===== src/sv/ncc_pkg.sv =====
// Shared types, constants and helpers for the nearest color centroid labeler.
package ncc_pkg;

  localparam int MAX_CENTROIDS = 6;
  localparam int CHAN_W        = 8;
  localparam int SQ_W          = 2 * CHAN_W;
  localparam int DIST_W        = 18;
  localparam int IDX_W         = 3;
  localparam int NUM_W         = 3;
  localparam int CENTROID_W    = 3 * CHAN_W;
  localparam int CFG_IDX_W     = $clog2(MAX_CENTROIDS + 1);
  localparam int CFG_DATA_W    = CENTROID_W;

  localparam logic [DIST_W-1:0] MAX_DIST = DIST_W'(3 * 255 * 255);

  localparam logic [CFG_IDX_W-1:0] REG_NUM_CENTROIDS = CFG_IDX_W'(0);
  localparam logic [CFG_IDX_W-1:0] REG_CENTROID_BASE = CFG_IDX_W'(1);

  typedef struct packed {
    logic [CHAN_W-1:0] pixel_ch0;
    logic [CHAN_W-1:0] pixel_ch1;
    logic [CHAN_W-1:0] pixel_ch2;
  } pixel_t;

  typedef struct packed {
    logic [IDX_W-1:0]  cluster_index;
    logic [DIST_W-1:0] squared_distance;
  } result_t;

  typedef struct packed {
    pixel_t            pixel;
    logic [IDX_W-1:0]  best_idx;
    logic [DIST_W-1:0] best_dist;
  } cell_word_t;

  function automatic logic [SQ_W-1:0] chan_sq(input logic [CHAN_W-1:0] a,
                                               input logic [CHAN_W-1:0] b);
    logic [CHAN_W-1:0] d;
    d = (a > b) ? (a - b) : (b - a);
    return SQ_W'(d) * SQ_W'(d);
  endfunction

endpackage


===== src/sv/ncc_cell.sv =====
// One centroid cell: squares the channel differences, then sums and keeps the nearer centroid.
module ncc_cell (
  input  logic                                    clk,
  input  logic                                    rst_n,
  input  logic                                    up_valid,
  output logic                                    up_ready,
  input  ncc_pkg::cell_word_t                     up_word,
  output logic                                    dn_valid,
  input  logic                                    dn_ready,
  output ncc_pkg::cell_word_t                     dn_word,
  input  logic [ncc_pkg::CENTROID_W-1:0]          centroid,
  input  logic [ncc_pkg::IDX_W-1:0]               cell_idx,
  input  logic                                    active
);

  logic                          a_valid_r;
  ncc_pkg::cell_word_t           a_word_r;
  logic [ncc_pkg::SQ_W-1:0]      a_sq0_r;
  logic [ncc_pkg::SQ_W-1:0]      a_sq1_r;
  logic [ncc_pkg::SQ_W-1:0]      a_sq2_r;
  logic                          b_valid_r;
  ncc_pkg::cell_word_t           b_word_r;
  ncc_pkg::cell_word_t           b_word_nxt;
  logic                          a_ready;
  logic                          b_ready;
  logic [ncc_pkg::DIST_W-1:0]    sum_dist;
  logic                          take;

  assign b_ready  = !b_valid_r || dn_ready;
  assign a_ready  = !a_valid_r || b_ready;
  assign up_ready = a_ready;

  always_ff @(posedge clk) begin
    if (!rst_n) begin
      a_valid_r <= 1'b0;
    end else if (a_ready) begin
      a_valid_r <= up_valid;
    end
  end

  always_ff @(posedge clk) begin
    if (a_ready && up_valid) begin
      a_word_r <= up_word;
      a_sq0_r  <= ncc_pkg::chan_sq(up_word.pixel.pixel_ch0, centroid[7:0]);
      a_sq1_r  <= ncc_pkg::chan_sq(up_word.pixel.pixel_ch1, centroid[15:8]);
      a_sq2_r  <= ncc_pkg::chan_sq(up_word.pixel.pixel_ch2, centroid[23:16]);
    end
  end

  always_comb begin
    sum_dist = ncc_pkg::DIST_W'(a_sq0_r) + ncc_pkg::DIST_W'(a_sq1_r)
             + ncc_pkg::DIST_W'(a_sq2_r);
    take = active && (sum_dist < a_word_r.best_dist);
    b_word_nxt = a_word_r;
    if (take) begin
      b_word_nxt.best_idx  = cell_idx;
      b_word_nxt.best_dist = sum_dist;
    end
  end

  always_ff @(posedge clk) begin
    if (!rst_n) begin
      b_valid_r <= 1'b0;
    end else if (b_ready) begin
      b_valid_r <= a_valid_r;
    end
  end

  always_ff @(posedge clk) begin
    if (b_ready && a_valid_r) begin
      b_word_r <= b_word_nxt;
    end
  end

  assign dn_valid = b_valid_r;
  assign dn_word  = b_word_r;

endmodule


===== src/sv/nearest_color_centroid_label.sv =====
// Top level of the nearest color centroid labeler: configuration registers and the cell chain.
// Each pixel word travels down a chain of one cell per centroid; every cell first registers
// the squared channel differences and then the sum compared against the best so far, and one
// pixel is accepted every cycle while the result side keeps taking words.
// The chain reports the lowest-numbered centroid among those at the smallest squared
// distance; a centroid count of zero acts as one and a count above the maximum acts as the
// maximum. Centroid and count writes are meant for times when no pixel is in flight.
module nearest_color_centroid_label (
  input  logic                                clk,
  input  logic                                rst_n,
  input  logic                                in_valid,
  output logic                                in_ready,
  input  ncc_pkg::pixel_t                     in_data,
  output logic                                out_valid,
  input  logic                                out_ready,
  output ncc_pkg::result_t                    out_data,
  input  logic                                cfg_we,
  input  logic [ncc_pkg::CFG_IDX_W-1:0]       cfg_index,
  input  logic [ncc_pkg::CFG_DATA_W-1:0]      cfg_wdata
);

  logic [ncc_pkg::NUM_W-1:0]      num_centroids_r;
  logic [ncc_pkg::CENTROID_W-1:0] centroid_r [ncc_pkg::MAX_CENTROIDS];
  logic [ncc_pkg::NUM_W-1:0]      count_eff;
  logic [ncc_pkg::MAX_CENTROIDS-1:0] active;

  logic                   link_valid [ncc_pkg::MAX_CENTROIDS+1];
  logic                   link_ready [ncc_pkg::MAX_CENTROIDS+1];
  ncc_pkg::cell_word_t    link_word  [ncc_pkg::MAX_CENTROIDS+1];

  always_ff @(posedge clk) begin
    if (!rst_n) begin
      num_centroids_r <= ncc_pkg::NUM_W'(6);
      for (int k = 0; k < ncc_pkg::MAX_CENTROIDS; k++) begin
        centroid_r[k] <= '0;
      end
    end else if (cfg_we) begin
      if (cfg_index == ncc_pkg::REG_NUM_CENTROIDS) begin
        num_centroids_r <= cfg_wdata[ncc_pkg::NUM_W-1:0];
      end
      for (int k = 0; k < ncc_pkg::MAX_CENTROIDS; k++) begin
        if (cfg_index == ncc_pkg::REG_CENTROID_BASE + ncc_pkg::CFG_IDX_W'(k)) begin
          centroid_r[k] <= cfg_wdata;
        end
      end
    end
  end

  always_comb begin
    count_eff = num_centroids_r;
    if (count_eff == '0) begin
      count_eff = ncc_pkg::NUM_W'(1);
    end
    if (count_eff > ncc_pkg::NUM_W'(ncc_pkg::MAX_CENTROIDS)) begin
      count_eff = ncc_pkg::NUM_W'(ncc_pkg::MAX_CENTROIDS);
    end
  end

  // The first cell always wins against the all-ones starting distance.
  assign link_valid[0]                = in_valid;
  assign in_ready                     = link_ready[0];
  assign link_word[0].pixel           = in_data;
  assign link_word[0].best_idx        = '0;
  assign link_word[0].best_dist       = '1;

  for (genvar k = 0; k < ncc_pkg::MAX_CENTROIDS; k++) begin : g_cell
    assign active[k] = count_eff > ncc_pkg::NUM_W'(k);

    ncc_cell u_cell (
      .clk      (clk),
      .rst_n    (rst_n),
      .up_valid (link_valid[k]),
      .up_ready (link_ready[k]),
      .up_word  (link_word[k]),
      .dn_valid (link_valid[k+1]),
      .dn_ready (link_ready[k+1]),
      .dn_word  (link_word[k+1]),
      .centroid (centroid_r[k]),
      .cell_idx (ncc_pkg::IDX_W'(k)),
      .active   (active[k])
    );
  end

  assign out_valid                 = link_valid[ncc_pkg::MAX_CENTROIDS];
  assign link_ready[ncc_pkg::MAX_CENTROIDS] = out_ready;
  assign out_data.cluster_index    = link_word[ncc_pkg::MAX_CENTROIDS].best_idx;
  assign out_data.squared_distance = link_word[ncc_pkg::MAX_CENTROIDS].best_dist;

`ifndef SYNTHESIS
  a_idx_in_count: assert property (@(posedge clk) disable iff (!rst_n)
    out_valid |-> (out_data.cluster_index < count_eff))
    else $error("Cluster index outside the active centroid count.");

  a_dist_bound: assert property (@(posedge clk) disable iff (!rst_n)
    out_valid |-> (out_data.squared_distance <= ncc_pkg::MAX_DIST))
    else $error("Squared distance above the largest possible value.");

  a_cell0_taken: assert property (@(posedge clk) disable iff (!rst_n)
    link_valid[1] |-> (link_word[1].best_dist <= ncc_pkg::MAX_DIST))
    else $error("First cell did not replace the starting distance.");
`endif

endmodule


===== config.mk =====
export PLATFORM = sky130hd
export DESIGN_NAME = nearest_color_centroid_label
export DESIGN_NICKNAME = d
export VERILOG_FILES = /design/src/sv/ncc_pkg.sv /design/src/sv/ncc_cell.sv /design/src/sv/nearest_color_centroid_label.sv
export SDC_FILE = /design/constraint.sdc
export NUM_CORES = 2
export LEC_CHECK = 0
export ABC_AREA = 0
export BUFFER_PORTS_ARGS = -buffer_cell sky130_fd_sc_hd__buf_4
export CAP_MARGIN = 20
export CORE_ASPECT_RATIO = 0.5
export CORE_MARGIN = 5
export CORE_UTILIZATION = 65
export CTS_BUF_LIST = sky130_fd_sc_hd__clkbuf_8
export CTS_CLUSTER_SIZE = 8
export DETAILED_ROUTE_END_ITERATION = 16
export PLACE_DENSITY = 0.82
export SLEW_MARGIN = 20
export SYNTH_ARGS = -nofsm -noshare
export SYNTH_HDL_FRONTEND = slang
export SYNTH_SLANG_ARGS = --single-unit

===== constraint.sdc =====
create_clock -name clk -period 17.7 [get_ports clk]
set_input_delay 1.77 -clock clk [delete_from_list [all_inputs] [get_ports clk]]
set_output_delay 1.77 -clock clk [all_outputs]
set_load 0.02 [all_outputs]

==> results.toml <==
[critical_path]
rr_endpoint = "g_cell[1].u_cell.a_sq1_r[15]$_DFFE_PP_"
arrival_ns = 8.79
r2r_slack_ns = 10.01
reg2reg_depth = 27
worstPathRequired_ns = 18.31
crit_type = "in2reg"
timing.rr.start = "g_cell[0].u_cell.dn_word[29]$_DFFE_PP_"
cp-end-kind = "flip-flop"
critPathLaunchType = "input port"
critical_path.max_fanout = 11

[timing]
fmax_mhz = 122
fin_crit_sh_pct = 46.2
fin_crit_ns = 8.18
clock-skew-final_ns = 0.0557
tightest_slew_ns = 1.08
setup_viol = 0
rsz0062_at_grt = "no"
slew_headroom_pct = 27.4
final-hold-violation-count = 0
slew_violations = 0
tns_ns = 0
holdWs_ns = 0.370

[run]
cap_violations = 0

[clock_network]
postCtsHoldBufs = 0
clock-sinks = 886
cts-resized-gates = 0
clk_pin_slew_ns = 0.06
clk_latency_ns = 0.88
post_cts_buffers = 0
cts_buffer_depth = 3
root_buffer = "clkbuf_8"
cts_tree = "done"
cts_max_level = 4
cts_made_buffers = 142

[yosys]
syn_area_um2 = 77600
synth_edf_count = 871
synthTopCellsByArea = "edfxtp_1 34%, ha_1 17%, fa_1 13%"
async_flop_share_pct = 0
yosysWarnings = 0
yosysUniqueCellTypes = 92
synth-main-ff-cell = "edfxtp_1"
yosys_register_bits = 886
synth_top_area_share_pct = 33.7
ys_seq_area_share_pct = 34.1
synth.avg_cell_area_um2 = 10.5
syn_inst = 7381
synth_top_area_cell = "edfxtp_1"

[drt]
final_antenna_net_count = 0
vias = 52000
drtPass1Iterations = 6
wl_per_cell_um = 17.3
drtIter0Drc = 3510
viasPerCell = 5.64
routed_wl_mm = 159
drc = 0

[power_and_ir_drop]
leakage_uw = 0.0386
ir_drop_mv = 0.190
power_density_nw_per_um2 = 195

[final_layout]
design_area_um2 = 82800
final_nets = 9162
utilization_pct = 70.0
drive_above_1_share_pct = 7.63
area_delta_synth_final_pct = 6.63
layout_commonest_cell = "inv_1"
fin_cells = 9211
final_cell_mix = "1309 x inv_1, 1080 x ha_1, 871 x edfxtp_1"
fill_cells = 8343

[min_path]
hold_end = "g_cell[1].u_cell.dn_word[44]$_DFFE_PP_"
hold_path_depth = 0
holdCritPathClass = "reg2reg"
hp-start = "g_cell[1].u_cell.a_word_r[44]$_DFFE_PP_"

[status]
status = "completed"

[die]
start_util_pct = 65.7
die_h_um = 254
die_x_um = 499
core_area_um2 = 118000
num_rows = 89
die-area_um2 = 127000
io_pins = 79

[global_route]
grt_max_degree = 77
grt_overflow = 0
grt_pass1_wl_mm = 261
antenna_found_initial = 10
first_global_vias = 52600
grt.total_usage_pct = 25.4

[placed_design]
io_buffers = 78
place.gp.congestion = 0.906
placed_cells_incl_taps = 8982
place_area_um2 = 80300
hpwlAfterDp_mm = 126
==> registers in the layout, indices dropped and copies added, names as in the netlist, 6 cells and up <==
register	flops
g_cell.u_cell.dn_valid	6
g_cell.u_cell.a_word_r	218
g_cell.u_cell.dn_word	239
g_cell.u_cell.a_valid_r	6
g_cell.u_cell.a_sq2_r	90
g_cell.u_cell.a_sq1_r	90
centroid_r	144
g_cell.u_cell.a_sq0_r	90
==> critical path, stage by stage <==
cell	delay (ns)
buf_4	0.10
inv_1	0.04
ha_1	0.45
nand3_1	0.12
a2bb2oi_1	0.16
a21oi_1	0.84
mux2i_1	0.37
o21ai_0	0.17
xnor2_1	0.67
nor2_1	0.16
fa_1	0.48
fa_1	0.51
ha_1	0.29
inv_1	0.04
fa_1	0.47
inv_1	0.04
ha_1	0.31
a21o_1	0.19
a21oi_1	0.21
nor2b_1	0.08
o21a_1	0.18
o311a_1	0.30
o21a_1	0.19
o21a_1	0.19
o41a_1	0.32
xor2_1	0.14
==> final cells by class <==
cell class	instances	area (µm²)	area share (%)
Antenna cell	1	2.50	0.00302
Timing Repair Buffer	131	983	1.19
Inverter	1271	4770	5.76
Tap cell	1592	1990	2.41
Clock buffer	146	2010	2.43
Multi-Input combinational cell	5102	46100	55.6
Clock inverter	82	515	0.623
Sequential cell	886	26500	32.0
==> metal layers <==
layer / vias up / wire [µm] / global-route usage, %
met1: 25200 / 69600 / 34.3
met2: 1321 / 76400 / 43.8
met5: - / 0 / 0
met4: 0 / 3830 / 7.26
li1: 25200 / - / -
met3: 246 / 9370 / 3.41
==> per-stage QoR <==
stage / total power (µW) / worst slack [ns]
after floorplan: 12200 / 8.52
after global placement: 14100 / 8.87
after detailed placement: 14500 / 8.68
after CTS: 16300 / 9.61
after global routing: 17900 / 9.14
final: 16200 / 9.52
==> worst max path at each step <==
stage                startpoint                                     end  slack, ns  cells past startpoint
finish              in_data[21]  g_cell[0].u_cell.a_sq0_r[15]$_DFFE_PP_       9.52                     26
global placement    in_data[21]  g_cell[0].u_cell.a_sq0_r[15]$_DFFE_PP_       8.87                     26
detailed placement  in_data[21]  g_cell[0].u_cell.a_sq0_r[15]$_DFFE_PP_       8.68                     26
global route        in_data[21]  g_cell[0].u_cell.a_sq0_r[15]$_DFFE_PP_       9.14                     26
CTS                 in_data[21]  g_cell[0].u_cell.a_sq0_r[15]$_DFFE_PP_       9.61                     26
floorplan             out_ready   g_cell[4].u_cell.a_sq0_r[0]$_DFFE_PP_       8.52                      3
==> power breakdown <==
part | internal (µW) | switching (µW) | total (µW)
clock network | 812 | 861 | 1670
registers | 3170 | 75.7 | 3240
logic | 5170 | 6090 | 11300
==> cells in the mapped netlist (all sizes together), types with 8 or more instances <==
cell     number
o21ai       197
o2111ai      16
and2        172
o21a        141
nor2b       111
a211o         9
nand3        55
o31ai        12
xnor2       366
a221oi       14
a211oi       48
o211ai       19
or3          20
xor2        169
nand2       149
clkbuf       87
a21oi       307
dfxtp        15
and3         35
nand4        56
a2111oi       8
edfxtp      871
ha         1080
nand2b       65
inv        1271
mux2        109
a21o        133
nor3        126
o21bai       25
o311a        28
a31oi        19
mux2i       114
fa          492
o22ai        11
o41a         14
or2          96
buf          36
a21boi       23
nor2        762
==> cells by family (layout without fill, tap and decap cells) <==
group	count (synthesis)	after routing	synth area share, %
AND/OR/NAND/NOR	1677	1677	10.4
other	1	3	0.00483
adder cells (fa/ha/maj)	1572	1572	30.1
AO/OA/AOI/OAI	1093	1093	9.46
multiplexers	223	223	3.05
XOR/XNOR	535	535	6.11
buffers and inverters	1394	1630	6.82
flip-flops	886	886	34.1
No activity file was read; power rests on OpenSTA's default activity.
